### config.mk
export PLATFORM = sky130hd
export DESIGN_NAME = desk_frame_height_decoder
export DESIGN_NICKNAME = d
export VERILOG_FILES = /design/src/sv/dfh_pkg.sv /design/src/sv/dfh_frame.sv /design/src/sv/dfh_decode.sv /design/src/sv/desk_frame_height_decoder.sv
export VERILOG_INCLUDE_DIRS = /design/src /design/src/sv
export SDC_FILE = /design/constraint.sdc
export NUM_CORES = 1
export LEC_CHECK = 0
export BUFFER_PORTS_ARGS = -buffer_cell sky130_fd_sc_hd__buf_4
export CAP_MARGIN = 20
export CORE_MARGIN = 2
export CORE_UTILIZATION = 45
export CTS_CLUSTER_DIAMETER = 60
export CTS_CLUSTER_SIZE = 10
export DETAILED_ROUTE_END_ITERATION = 6
export PLACE_DENSITY = 0.62
export SLEW_MARGIN = 10
export SYNTH_ARGS = -nofsm -noshare
export SYNTH_HDL_FRONTEND = slang
export SYNTH_SLANG_ARGS = --single-unit
### constraint.sdc
create_clock -name i_clk -period 8.54 [get_ports i_clk]
set_input_delay 0.854 -clock i_clk [delete_from_list [all_inputs] [get_ports i_clk]]
set_output_delay 0.854 -clock i_clk [all_outputs]
set_load 0.01 [all_outputs]
### src/sv/desk_frame_height_decoder_defines.svh
// Assertion macros shared by the desk frame height decoder RTL.
// No dependencies; included by the top level only.
`ifndef DESK_FRAME_HEIGHT_DECODER_DEFINES_SVH
`define DESK_FRAME_HEIGHT_DECODER_DEFINES_SVH

// Implication checked at every clock edge outside reset.
`define DFH_ASSERT_IMPL(label, clk, rst_n, ante, cons) \
    label: assert property (@(posedge clk) disable iff (!rst_n) (ante) |-> (cons)) \
        else $error("dfh assertion failed");

// Condition that must never be true outside reset.
`define DFH_ASSERT_NEVER(label, clk, rst_n, cond) \
    label: assert property (@(posedge clk) disable iff (!rst_n) !(cond)) \
        else $error("dfh assertion failed");

`endif

### src/sv/dfh_pkg.sv
// Shared types, constants and the seven-segment digit table for the
// desk frame height decoder. No dependencies.
package dfh_pkg;

    localparam logic [7:0] SYNC_BYTE       = 8'h5a;
    localparam int         DP_BIT          = 7;
    localparam logic [7:0] SEG_MASK        = 8'h7f;
    localparam logic [2:0] FRAME_LEN_RESET = 3'd5;
    localparam logic [2:0] FRAME_LEN_SIX   = 3'd6;
    localparam logic [2:0] BODY_LEN_FIVE   = 3'd4;
    localparam logic [2:0] BODY_LEN_SIX    = 3'd5;
    localparam logic [7:0] TYPE_HEIGHT     = 8'h01;
    localparam logic [3:0] DIGIT_BAD       = 4'd10;
    localparam int         HEIGHT_W        = 14;

    typedef enum logic [2:0] {
        ST_VALID     = 3'd0,
        ST_CHECKSUM  = 3'd1,
        ST_TYPE      = 3'd2,
        ST_BLANK     = 3'd3,
        ST_BAD_DIGIT = 3'd4
    } t_status;

    typedef struct packed {
        logic       six;
        logic [7:0] b0;
        logic [7:0] b1;
        logic [7:0] b2;
        logic [7:0] b3;
        logic [7:0] chk;
    } t_frame;

    function automatic logic [3:0] seg_digit(input logic [7:0] pattern);
        logic [3:0] d;
        unique case (pattern & SEG_MASK)
            8'h3f:   d = 4'd0;
            8'h06:   d = 4'd1;
            8'h5b:   d = 4'd2;
            8'h4f:   d = 4'd3;
            8'h67:   d = 4'd4;
            8'h6d:   d = 4'd5;
            8'h7d:   d = 4'd6;
            8'h07:   d = 4'd7;
            8'h7f:   d = 4'd8;
            8'h6f:   d = 4'd9;
            default: d = DIGIT_BAD;
        endcase
        return d;
    endfunction

endpackage

### src/sv/dfh_frame.sv
// Sync hunt and byte collection; registers each completed frame.
// Depends on dfh_pkg.
module dfh_frame (
    input  logic            i_clk,
    input  logic            i_rst_n,
    input  logic            i_six,
    input  logic            i_rx_valid,
    output logic            o_rx_ready,
    input  logic [7:0]      i_rx_byte,
    output logic            o_frm_valid,
    input  logic            i_frm_take,
    output dfh_pkg::t_frame o_frm
);

    logic            r_in_frame;
    logic [2:0]      r_count;
    logic [7:0]      r_bytes [5];
    logic            r_frm_valid;
    dfh_pkg::t_frame r_frm;

    logic [2:0]      n_count;
    logic [2:0]      need;
    logic            acc;
    logic            done;
    logic [7:0]      merged [5];
    dfh_pkg::t_frame n_frm;

    assign acc     = i_rx_valid && o_rx_ready;
    assign n_count = r_count + 3'd1;
    assign need    = i_six ? dfh_pkg::BODY_LEN_SIX : dfh_pkg::BODY_LEN_FIVE;
    assign done    = r_in_frame && (n_count >= need);

    always_comb begin
        for (int k = 0; k < 5; k++) begin
            merged[k] = (r_count == 3'(k)) ? i_rx_byte : r_bytes[k];
        end
        n_frm.six = i_six;
        n_frm.b0  = merged[0];
        n_frm.b1  = merged[1];
        n_frm.b2  = merged[2];
        n_frm.b3  = merged[3];
        n_frm.chk = i_six ? merged[4] : merged[3];
    end

    always_ff @(posedge i_clk) begin
        if (!i_rst_n) begin
            r_in_frame  <= 1'b0;
            r_count     <= 3'd0;
            r_frm_valid <= 1'b0;
        end else begin
            if (acc) begin
                if (!r_in_frame) begin
                    if (i_rx_byte == dfh_pkg::SYNC_BYTE) begin
                        r_in_frame <= 1'b1;
                        r_count    <= 3'd0;
                    end
                end else if (done) begin
                    r_in_frame <= 1'b0;
                    r_count    <= 3'd0;
                end else begin
                    r_count <= n_count;
                end
            end
            if (acc && done) begin
                r_frm_valid <= 1'b1;
            end else if (i_frm_take) begin
                r_frm_valid <= 1'b0;
            end
        end
    end

    always_ff @(posedge i_clk) begin
        if (acc && r_in_frame && (r_count < 3'd5)) begin
            r_bytes[r_count] <= i_rx_byte;
        end
        if (acc && done) begin
            r_frm <= n_frm;
        end
    end

    assign o_rx_ready  = !r_frm_valid || i_frm_take;
    assign o_frm_valid = r_frm_valid;
    assign o_frm       = r_frm;

endmodule

### src/sv/dfh_decode.sv
// Frame checks, digit decode and height change tracking; result register.
// Depends on dfh_pkg.
module dfh_decode (
    input  logic                         i_clk,
    input  logic                         i_rst_n,
    input  logic                         i_frm_valid,
    input  dfh_pkg::t_frame              i_frm,
    output logic                         o_frm_take,
    output logic                         o_res_valid,
    input  logic                         i_res_ready,
    output logic [2:0]                   o_frame_status,
    output logic [dfh_pkg::HEIGHT_W-1:0] o_height_tenths,
    output logic                         o_height_changed
);

    logic                         r_res_valid;
    dfh_pkg::t_status             r_status;
    logic [dfh_pkg::HEIGHT_W-1:0] r_height;
    logic                         r_changed;
    logic [dfh_pkg::HEIGHT_W-1:0] r_last;

    logic [7:0]                   sum;
    logic [3:0]                   d0;
    logic [3:0]                   d1;
    logic [3:0]                   d2;
    logic [9:0]                   value;
    logic [dfh_pkg::HEIGHT_W-1:0] height;
    dfh_pkg::t_status             n_status;
    logic [dfh_pkg::HEIGHT_W-1:0] n_height;
    logic                         n_changed;

    assign o_frm_take = i_frm_valid && (!r_res_valid || i_res_ready);

    always_comb begin
        sum = i_frm.b0 + i_frm.b1 + i_frm.b2 + (i_frm.six ? i_frm.b3 : 8'd0);
        d0  = dfh_pkg::seg_digit(i_frm.b0);
        d1  = dfh_pkg::seg_digit(i_frm.b1);
        d2  = dfh_pkg::seg_digit(i_frm.b2);
        value = ({6'd0, d0} * 10'd100) + ({6'd0, d1} * 10'd10) + {6'd0, d2};
        if (i_frm.b1[dfh_pkg::DP_BIT]) begin
            height = {4'd0, value};
        end else begin
            height = {4'd0, value} * 14'd10;
        end
        n_height  = '0;
        n_changed = 1'b0;
        if (sum != i_frm.chk) begin
            n_status = dfh_pkg::ST_CHECKSUM;
        end else if (i_frm.six && (i_frm.b3 != dfh_pkg::TYPE_HEIGHT)) begin
            n_status = dfh_pkg::ST_TYPE;
        end else if ((i_frm.b0 | i_frm.b1 | i_frm.b2) == 8'd0) begin
            n_status = dfh_pkg::ST_BLANK;
        end else if ((d0 > 4'd9) || (d1 > 4'd9) || (d2 > 4'd9)) begin
            n_status = dfh_pkg::ST_BAD_DIGIT;
        end else begin
            n_status  = dfh_pkg::ST_VALID;
            n_height  = height;
            n_changed = (height != r_last);
        end
    end

    always_ff @(posedge i_clk) begin
        if (!i_rst_n) begin
            r_res_valid <= 1'b0;
            r_last      <= '0;
        end else begin
            if (o_frm_take) begin
                r_res_valid <= 1'b1;
                if (n_status == dfh_pkg::ST_VALID) begin
                    r_last <= n_height;
                end
            end else if (i_res_ready) begin
                r_res_valid <= 1'b0;
            end
        end
    end

    always_ff @(posedge i_clk) begin
        if (o_frm_take) begin
            r_status  <= n_status;
            r_height  <= n_height;
            r_changed <= n_changed;
        end
    end

    assign o_res_valid      = r_res_valid;
    assign o_frame_status   = r_status;
    assign o_height_tenths  = r_height;
    assign o_height_changed = r_changed;

endmodule

### src/sv/desk_frame_height_decoder.sv
// Desk frame height decoder top level: config register, framer, decoder.
// Depends on dfh_pkg, dfh_frame, dfh_decode and the defines header.
//
// Usage:
//   Receive channel (i_rx_valid / o_rx_ready / i_rx_byte) takes one serial
//   byte per transaction. Outside a frame, bytes other than 0x5a are dropped.
//   After sync, 4 or 5 body bytes (frame length 5 or 6) complete a frame.
//   Result channel (o_res_valid / i_res_ready) carries one transaction per
//   completed frame: status, height in tenths, and the change flag.
//   i_cfg_we writes i_cfg_wdata to the frame length register; lengths of 6
//   or more act as 6, all others as 5. Write only while idle.
//   Throughput: one byte per cycle while o_rx_ready is high, set by the
//   single-pass decode between the frame register and the result register.
//   Path: the final byte of a frame is captured in the frame register, then
//   decoded into the result register; a held result not yet taken delays this.
//   Stall: while a result is held, bytes keep flowing until the next frame
//   completes into the frame register; o_rx_ready then stays low until the
//   held result is taken. Reset: sync hunt, frame length 5, last height 0.
`include "desk_frame_height_decoder_defines.svh"

module desk_frame_height_decoder (
    input  logic        i_clk,
    input  logic        i_rst_n,
    input  logic        i_cfg_we,
    input  logic [2:0]  i_cfg_wdata,
    input  logic        i_rx_valid,
    output logic        o_rx_ready,
    input  logic [7:0]  i_rx_byte,
    output logic        o_res_valid,
    input  logic        i_res_ready,
    output logic [2:0]  o_frame_status,
    output logic [13:0] o_height_tenths,
    output logic        o_height_changed
);

    logic [2:0]      r_frame_length;
    logic            six;
    logic            frm_valid;
    logic            frm_take;
    dfh_pkg::t_frame frm;
    logic            res_error;
    logic            res_clear;

    always_ff @(posedge i_clk) begin
        if (!i_rst_n) begin
            r_frame_length <= dfh_pkg::FRAME_LEN_RESET;
        end else if (i_cfg_we) begin
            r_frame_length <= i_cfg_wdata;
        end
    end

    assign six = (r_frame_length >= dfh_pkg::FRAME_LEN_SIX);

    dfh_frame u_frame (
        .i_clk       (i_clk),
        .i_rst_n     (i_rst_n),
        .i_six       (six),
        .i_rx_valid  (i_rx_valid),
        .o_rx_ready  (o_rx_ready),
        .i_rx_byte   (i_rx_byte),
        .o_frm_valid (frm_valid),
        .i_frm_take  (frm_take),
        .o_frm       (frm)
    );

    dfh_decode u_decode (
        .i_clk            (i_clk),
        .i_rst_n          (i_rst_n),
        .i_frm_valid      (frm_valid),
        .i_frm            (frm),
        .o_frm_take       (frm_take),
        .o_res_valid      (o_res_valid),
        .i_res_ready      (i_res_ready),
        .o_frame_status   (o_frame_status),
        .o_height_tenths  (o_height_tenths),
        .o_height_changed (o_height_changed)
    );

    assign res_error = o_res_valid && (o_frame_status != dfh_pkg::ST_VALID);
    assign res_clear = (o_height_tenths == 14'd0) && !o_height_changed;

    `DFH_ASSERT_IMPL(a_error_zero, i_clk, i_rst_n, res_error, res_clear)
    `DFH_ASSERT_NEVER(a_status_range, i_clk, i_rst_n, o_res_valid && (o_frame_status > dfh_pkg::ST_BAD_DIGIT))
    `DFH_ASSERT_NEVER(a_height_range, i_clk, i_rst_n, o_res_valid && (o_height_tenths > 14'd9990))

endmodule
==> impl_metrics.tcl, run 1 <==
set metrics [dict create \
    cellPowerDensity_nw_per_um2 159 \
    n_antenna_cell 0 \
    fmaxAchievable_mhz 138 \
    postCtsResizedCells 0 \
    setup_viol 0 \
    htree_levels 4 \
    overflow 0 \
    synth_top_cell_by_area "edfxtp_1" \
    synth_area_leaders "edfxtp_1, ha_1, dfxtp_1" \
    post_cts_buffers 0 \
    cts_inserted_buffers 17 \
    io_buffers 34 \
    maxCapViolations 0 \
    synth_edf_count 99 \
    die_y_um 131 \
    layout_setup_ws_ns 1.29 \
    synthCells 648 \
    layout-drive-gt1-share_pct 13.6 \
    avgViaCountPerCell 5.38 \
    min_to "u_frame.o_frm[30]" \
    place.gp.congestion 0.862 \
    finalHoldViolations 0 \
    avgSynthCellArea_um2 11.2 \
    drt_pre_antenna_iters 5 \
    rrSetupSlack_ns 1.29 \
    synth_flop_cell "edfxtp_1" \
    cts_hold_buf 0 \
    start_util_pct 45.9 \
    stdcell_area_um2 8320 \
    synth.most_common_cell "edfxtp_1" \
    tns_ns 0 \
    ir_drop_uv 179 \
    seq_area_frac_synth_pct 46.8 \
    worst-endpoint-required_ns 8.68 \
    grt_max_degree 43 \
    placed_cells 885 \
    path_class "reg2reg" \
    ys_types 71 \
    min_path_cells 0 \
    ant_nets 0 \
    maxSlewViolCount 0 \
    slew-limit-headroom_pct 50.5 \
    n_fill_cell 1381 \
    area_delta_synth_final_pct 14.1 \
    rows 46 \
    outcome "finished, final reports clean" \
    leakage_nw 3.17 \
    hold_start "u_frame.r_bytes[1][6]" \
    r2r_start "u_frame.o_frm[28]" \
    cts.sinks 121 \
    cts.clk_slew.worst_paths_ns 0.06 \
    grt_pass1_wl_mm 24.3 \
    crit_arrival_ns 7.39 \
    ios 36 \
    cts_root_buffer "clkbuf_16" \
    via_count 4938 \
    min_period_over_period_pct 84.9 \
    rr_endpoint "u_decode.o_height_changed" \
    ys_top_cells_by_count "edfxtp_1, ha_1, nand2_1, nor2_1, inv_1" \
    cp_max_fo 7 \
    grt_pass1_vias 4827 \
    period_minus_slack_ns 7.25 \
    total_power_mw 1.32 \
    wl_mm 15.0 \
    synth_top_area_share_pct 40.8 \
    clock_latency_ns 0.43 \
    min_path_type "reg2reg" \
    synth_nets 738 \
    antenna_found_initial 0 \
    wl_per_cell_um 16.4 \
    instances_no_fill 917 \
    clock_path_buffers 2 \
    worstMarginPinSlew_ns 0.740 \
    die-width_um 131 \
    final_nets 778 \
    cts_tree "yes" \
    worst_r2r_path_depth 27 \
    syn_area_um2 7290 \
    crit_path_start_kind "flip-flop" \
    dp_hpwl_mm 11.2 \
    dp_slack_ns 1.40 \
    yosysWarnings 0 \
    synthArstFlopShare_pct 0 \
    dieArea_um2 17200 \
    grt_setup_unrepaired "no" \
    drtIter0Drc 292 \
    drc 0 \
    place_area_um2 7760 \
    track_usage_pct 18.2 \
    ys_seq_elements 121 \
    endpoint_kind "flip-flop" \
    skew_ns 0.00881 \
    fp.coreArea_um2 15900 \
]
-- per-layer routing --
metal	up-vias	GRT usage (%)	wire length, um
met5	-	0	0
met4	0	10.4	542
met3	35	4.01	582
met2	123	30.4	7320
met1	2324	21.7	6550
li1	2456	-	-
-- layout make-up --
class | instances | area, um^2 | area share [%]
flip-flops and latches | 121 | 3410 | 41.0
well taps | 216 | 270 | 3.25
repair buffers | 41 | 308 | 3.70
clock buffers | 17 | 425 | 5.11
multi-input cells | 467 | 3620 | 43.5
clock inverters | 15 | 134 | 1.61
inverters | 40 | 150 | 1.80
-- registers in the layout, indices dropped and copies added, names as in the netlist --
| name | count |
|---|---|
| u_frame.o_frm | 41 |
| u_frame.r_in_frame | 1 |
| u_decode.o_res_valid | 1 |
| u_decode.o_height_changed | 1 |
| u_frame.r_bytes | 40 |
| u_decode.o_height_tenths | 14 |
| r_frame_length | 2 |
| u_decode.r_last | 14 |
| u_decode.o_frame_status | 3 |
| u_frame.r_count | 3 |
| u_frame.o_frm_valid | 1 |
-- worst max path at each step --
| stage | startpoint | to | slack (ns) | cells after the start |
|---|---|---|---|---|
| after detailed placement | u_frame.o_frm[28] | u_decode.o_height_changed | 1.40 | 27 |
| after CTS | u_frame.o_frm[28] | u_decode.o_height_changed | 1.35 | 27 |
| final | u_frame.o_frm[28] | u_decode.o_height_changed | 1.29 | 27 |
| after global routing | u_frame.o_frm[28] | u_decode.o_height_changed | 0.80 | 27 |
| after global placement | u_frame.o_frm[28] | u_decode.o_height_changed | 1.51 | 27 |
| after floorplan | u_frame.o_frm[29] | u_decode.o_height_changed | 2.20 | 28 |
-- cell usage in the layout, fill, tap and decap left out, types with 5 or more instances in the layout --
cell type / n
a21o_1: 8
a21oi_1: 24
and2_1: 10
and3_1: 6
buf_4: 41
clkbuf_16: 17
dfxtp_1: 22
edfxtp_1: 99
fa_1: 20
ha_1: 54
inv_1: 38
inv_8: 5
mux2_2: 9
mux2i_1: 17
nand2_1: 52
nand2b_1: 8
nand3_1: 26
nand4_1: 6
nor2_1: 45
nor2b_1: 15
nor3_1: 8
nor4_1: 10
o211ai_1: 6
o21a_1: 13
o21ai_0: 12
o21ai_1: 6
xnor2_1: 30
xor2_1: 11
-- report_power, final --
part           total (mW)  leakage [nW]  switching (mW)  internal (mW)
registers           0.634          1.11        0.000308          0.633
logic              0.0194          1.80          0.0122        0.00717
clock network       0.669         0.264           0.288          0.381
total                1.32          3.17           0.300           1.02
-- logic make-up (layout without fill, tap and decap cells) --
family	Yosys count	count (layout)	share of synthesized area [%]
mux	29	29	4.24
buf+inv	60	113	3.52
compound gates	108	108	10.2
xor+xnor	41	41	4.93
simple gates	215	215	15.5
flops	121	121	46.8
fa+ha+maj	74	74	14.8
-- stage by stage --
stage / utilization [%] / hold WS [ns]
floorplan: - / 0.400
global placement: 48.9 / 0.402
detailed placement: 48.9 / 0.405
CTS: 52.4 / 0.415
global route: 52.4 / 0.426
finish: 52.4 / 0.415
-- critical path: stages (launching register included) --
cell and delay [ns]:
edfxtp_1 0.51, nor2_1 0.21, and4_1 0.25, a22o_1 0.27
a21oi_2 0.10, a41oi_1 0.33, inv_1 0.08, ha_1 0.28
ha_1 0.23, fa_1 0.38, xnor2_1 0.14, ha_1 0.30
ha_1 0.35, and3_1 0.21, a21oi_1 0.18, a21oi_1 0.09
a41oi_1 0.50, inv_1 0.16, ha_1 0.31, ha_1 0.33
or2_1 0.25, a21o_1 0.18, a311o_1 0.30, o211ai_1 0.16
mux2i_1 0.23, o211ai_1 0.12, nor4b_2 0.33, a41oi_2 0.15
Power figures use the tool's default switching activity.
==> run 2, diff against run 1 <==
Clock period 8.54 ns to 6.8 ns, I/O delays scaled along.
==> impl_metrics.tcl, run 2 (same netlist as run 1, synthesis figures left out) <==
set metrics [dict create \
    drtIter0Drc 254 \
    min_period_over_period_pct 95.0 \
    overflow 0 \
    fmaxAchievable_mhz 155 \
    stdcell_area_um2 8490 \
    place.gp.congestion 0.881 \
    final_cell_mix "edfxtp_1, buf_4, ha_1" \
    clock_latency_ns 0.43 \
    htree_levels 4 \
    cts_tree "yes" \
    maxCapViolations 0 \
    n_fill_cell 1401 \
    grt_setup_unrepaired "no" \
    avgViaCountPerCell 5.38 \
    slew-limit-headroom_pct 50.0 \
    ir_drop_uv 240 \
    p_clk_share_pct 51.3 \
    io_buffers 34 \
    worst_r2r_path_depth 26 \
    path_class "reg2reg" \
    die_y_um 131 \
    largest_reg_flops 41 \
    worstMarginPinSlew_ns 0.750 \
    swShare_pct 22.0 \
    dieArea_um2 17200 \
    die-width_um 131 \
    r2r_start "u_frame.o_frm[29]" \
    grt_pass1_vias 5138 \
    p_int_mw 1.32 \
    tns_ns 0 \
    cp_max_fo 6 \
    rrSetupSlack_ns 0.34 \
    instances_no_fill 933 \
    placed_cells 892 \
    antenna_found_initial 0 \
    drt_pre_antenna_iters 4 \
    period_minus_slack_ns 6.46 \
    layout_setup_ws_ns 0.343 \
    worst-endpoint-required_ns 6.94 \
    outcome "finished, final reports clean" \
    crit_path_start_kind "flip-flop" \
    final_nets 794 \
    min_path_type "reg2reg" \
    via_count 5018 \
    cp_slowest_stage_delay_ns 0.50 \
    min_to "u_frame.o_frm[31]" \
    crit_family "adder cells" \
    final_common_cell "edfxtp_1" \
    ios 36 \
    total_power_mw 1.69 \
    finalHoldViolations 0 \
    layout-drive-gt1-share_pct 16.0 \
    rr_endpoint "u_decode.o_height_changed" \
    maxSlewViolCount 0 \
    skew_ns 0.0115 \
    cts.clk_slew.worst_paths_ns 0.06 \
    fp.coreArea_um2 15900 \
    crit_buf_inv 2 \
    min_path_cells 0 \
    dp_hpwl_mm 11.4 \
    area_delta_synth_final_pct 16.4 \
    leakage_nw 3.27 \
    comb_power_share_pct 1.4 \
    wl_per_cell_um 16.6 \
    netSwitchingPower_mw 0.370 \
    endpoint_kind "flip-flop" \
    clock_path_buffers 2 \
    cellPowerDensity_nw_per_um2 199 \
    hold_start "u_frame.r_bytes[1][7]" \
    crit_slowest_cell "edfxtp_1" \
    cts_root_buffer "clkbuf_16" \
    n_antenna_cell 0 \
    setup_viol 0 \
    dp_slack_ns 0.0892 \
    start_util_pct 45.9 \
    place_area_um2 7810 \
    ant_nets 0 \
    p_seq_share_pct 47.2 \
    cts.sinks 121 \
    wl_mm 15.5 \
    grt_pass1_wl_mm 25.5 \
    rows 46 \
    cts_inserted_buffers 17 \
    drc 0 \
    cp_common_cell "ha_1" \
    track_usage_pct 18.8 \
    crit_arrival_ns 6.60 \
    grt_max_degree 43 \
]
## run 2: worst max-delay path by stage
stage | to | cells past startpoint | slack (ns) | startpoint
2_1_floorplan | u_decode.o_height_changed | 28 | 0.46 | u_frame.o_frm[29]
3_3_place_gp | u_decode.o_height_changed | 26 | 0.20 | u_frame.o_frm[29]
4_1_cts | u_decode.o_height_changed | 26 | 0.06 | u_frame.o_frm[28]
5_1_grt | u_decode.o_height_changed | 26 | 0.02 | u_frame.o_frm[30]
3_5_place_dp | u_decode.o_height_changed | 26 | 0.09 | u_frame.o_frm[28]
6_report | u_decode.o_height_changed | 26 | 0.34 | u_frame.o_frm[29]
## run 2: per-stage QoR
step                      util, %  hold slack (ns)
after CTS                    52.8            0.415
final                        53.4            0.416
after global routing         53.4            0.420
after floorplan                 -            0.400
after detailed placement     49.2            0.405
after global placement       49.2            0.401
## run 2: layer usage
metal / wire [um] / track usage (%) / vias to the layer above
met5: 0 / 0 / -
met4: 332 / 8.33 / 0
met3: 507 / 4.21 / 25
met2: 7820 / 32.4 / 93
met1: 6840 / 22.7 / 2414
li1: - / - / 2486
## run 2: final cells by class
type	instances	area [um^2]	share of cell area [%]
sequential	121	3410	40.2
clock buffer	18	429	5.06
multi-input combinational	467	3650	43.1
inverter	40	150	1.77
clock inverter	14	139	1.64
tap	216	270	3.18
timing repair buffer	57	432	5.09
## run 2: power groups by stage
stage / clock network, mW / registers, mW / logic (mW)
after floorplan: 0 / 0.812 / 0.00887
after global placement: 0 / 0.811 / 0.0239
after detailed placement: 0 / 0.812 / 0.0244
after CTS: 0.880 / 0.796 / 0.0247
after global routing: 0.914 / 0.796 / 0.0267
final: 0.866 / 0.796 / 0.0242
## run 2: timing repair
item / 4_1_cts / 5_1_grt
buffers inserted: 0 / 9
setup endpoints to repair: 0 / 1
resized for setup: 0 / 7
hold buffers: 0 / 0
## run 2: worst reg2reg max path, delay by kind of cell, from the launching register on
family / cells / cell delay, ns
flip-flops: 1 / 0.50
adder cells (fa/ha/maj): 7 / 2.19
buffers and inverters: 2 / 0.31
multiplexers: 1 / 0.21
AO/OA/AOI/OAI: 11 / 1.91
XOR/XNOR: 2 / 0.29
AND/OR/NAND/NOR: 3 / 0.76
==> run 3, diff against run 2 <==
Settings changed: CORE_UTILIZATION 45 to 58, CTS_BUF_LIST set to sky130_fd_sc_hd__clkbuf_2, PLACE_DENSITY 0.62 to 0.76.
==> impl_metrics.tcl, run 3 (same netlist as run 1, synthesis figures left out) <==
set metrics [dict create \
    place.gp.congestion 0.876 \
    die_y_um 116 \
    maxCapViolations 0 \
    cp_slowest_stage_delay_ns 0.57 \
    drtIter0Drc 321 \
    start_util_pct 59.9 \
    cp_max_fo 6 \
    clock_latency_ns 0.70 \
    path_class "reg2reg" \
    slew-limit-headroom_pct 34.6 \
    outcome "finished, final reports clean" \
    wl_per_cell_um 17.1 \
    drt_pre_antenna_iters 5 \
    min_to "r_frame_length[2]" \
    dp_hpwl_mm 11.1 \
    total_power_mw 1.24 \
    worst-endpoint-required_ns 7.24 \
    finalHoldViolations 0 \
    worst_r2r_path_depth 26 \
    rr_endpoint "u_decode.o_height_changed" \
    overflow 0 \
    grt_pass1_wl_mm 24.7 \
    fin_hold_ws_ns 0.196 \
    io_buffers 34 \
    final_common_cell "edfxtp_1" \
    skew_ns 0.0375 \
    min_period_over_period_pct 97.0 \
    cts_root_buffer "clkbuf_2" \
    cts.clk_slew.worst_paths_ns 0.20 \
    rrSetupSlack_ns 0.21 \
    largest_reg_flops 41 \
    setup_viol 0 \
    grt_pass1_vias 5076 \
    via_count 5147 \
    htree_levels 4 \
    period_minus_slack_ns 6.59 \
    hold_start "i_cfg_wdata[2]" \
    min_path_cells 3 \
    crit_arrival_ns 7.03 \
    grt_max_degree 43 \
    avgViaCountPerCell 5.81 \
    crit_slowest_cell "edfxtp_1" \
    dieArea_um2 13500 \
    wl_mm 15.1 \
    ir_drop_uv 152 \
    tns_ns 0 \
    final_nets 794 \
    ant_nets 0 \
    final_cell_mix "edfxtp_1, buf_4, ha_1" \
    clock_path_buffers 2 \
    layout-drive-gt1-share_pct 16.6 \
    rows 40 \
    leakage_nw 3.13 \
    fp.coreArea_um2 12200 \
    cts_inserted_buffers 17 \
    cellPowerDensity_nw_per_um2 153 \
    antenna_found_initial 1 \
    area_delta_synth_final_pct 11.2 \
    cp_common_cell "ha_1" \
    drc 0 \
    fin_util_pct 66.6 \
    maxSlewViolCount 0 \
    min_path_type "in2reg" \
    n_fill_cell 922 \
    ios 36 \
    die-width_um 116 \
    crit_path_start_kind "flip-flop" \
    endpoint_kind "flip-flop" \
    fmaxAchievable_mhz 152 \
    cts_hold_buf 0 \
    worstMarginPinSlew_ns 0.981 \
    track_usage_pct 23.9 \
    cts_tree "yes" \
    cts.sinks 121 \
    r2r_start "u_frame.o_frm[29]" \
]
==> run 3: changes by cell type in the layout (fill, tap and decap cells not counted), sizes merged <==
cell / before / now
clkinv: 4 / 9
clkinvlp: 4 / 3
diode: 0 / 1
inv: 45 / 41
==> run 3: through the flow <==
stage / setup WS, ns / cell area [um^2] / cells
after floorplan: 0.460 / 7290 / 648
after global placement: 0.214 / 7770 / 846
after detailed placement: 0.0491 / 7770 / 846
after CTS: 0.00347 / 8000 / 880
after global routing: -0.103 / 8100 / 886
final: 0.206 / 8100 / 886
==> run 3: cell type report <==
type | count | area (um^2) | area share (%)
Multi-Input combinational cell | 467 | 3680 | 45.4
Sequential cell | 121 | 3410 | 42.1
Timing Repair Buffer | 57 | 432 | 5.33
Tap cell | 168 | 210 | 2.59
Inverter | 40 | 150 | 1.85
Clock inverter | 14 | 123 | 1.51
Clock buffer | 18 | 90.1 | 1.11
Antenna cell | 1 | 2.50 | 0.0309
==> run 3: how the worst max path moves through the flow <==
stage                                  from                   endpoint  slack [ns]  depth (start not counted)
after CTS                 u_frame.o_frm[30]  u_decode.o_height_changed       0.003                         26
after global placement    u_frame.o_frm[30]  u_decode.o_height_changed        0.21                         26
after global routing      u_frame.o_frm[29]  u_decode.o_height_changed       -0.10                         26
after floorplan           u_frame.o_frm[29]  u_decode.o_height_changed        0.46                         28
after detailed placement  u_frame.o_frm[30]  u_decode.o_height_changed        0.05                         26
final                     u_frame.o_frm[29]  u_decode.o_height_changed        0.21                         26
==> run 3: worst max-delay path, delay by kind of cell (launching register included) <==
kind	cells	cell delay, ns
and+or+nand+nor	4	1.10
xor gates and xnor gates	1	0.14
muxes	1	0.22
adders and majority gates	7	2.12
AOI/OAI and AO/OA	12	2.08
DFF	1	0.57
buffers and inverters	1	0.09
==> run 3: what timing repair did <==
| item | in CTS | in global routing |
|---|---|---|
| pin swaps | 0 | 3 |
| gates resized for setup | 0 | 10 |
| setup buffers | 2 | 5 |
| endpoints found under the setup margin | 1 | 2 |
==> run 3: power breakdown <==
part           switching (mW)  leakage, nW  internal [mW]
registers            0.000316         1.11          0.795
logic                  0.0144         1.89        0.00897
clock network           0.286        0.126          0.134
==> run 3: layer usage <==
metal / global-route usage [%] / share of wire [%]
met1: 29.3 / 41
met2: 42.8 / 53
met3: 5.55 / 4.4
met4: 6.03 / 1.2
met5: 0 / 0
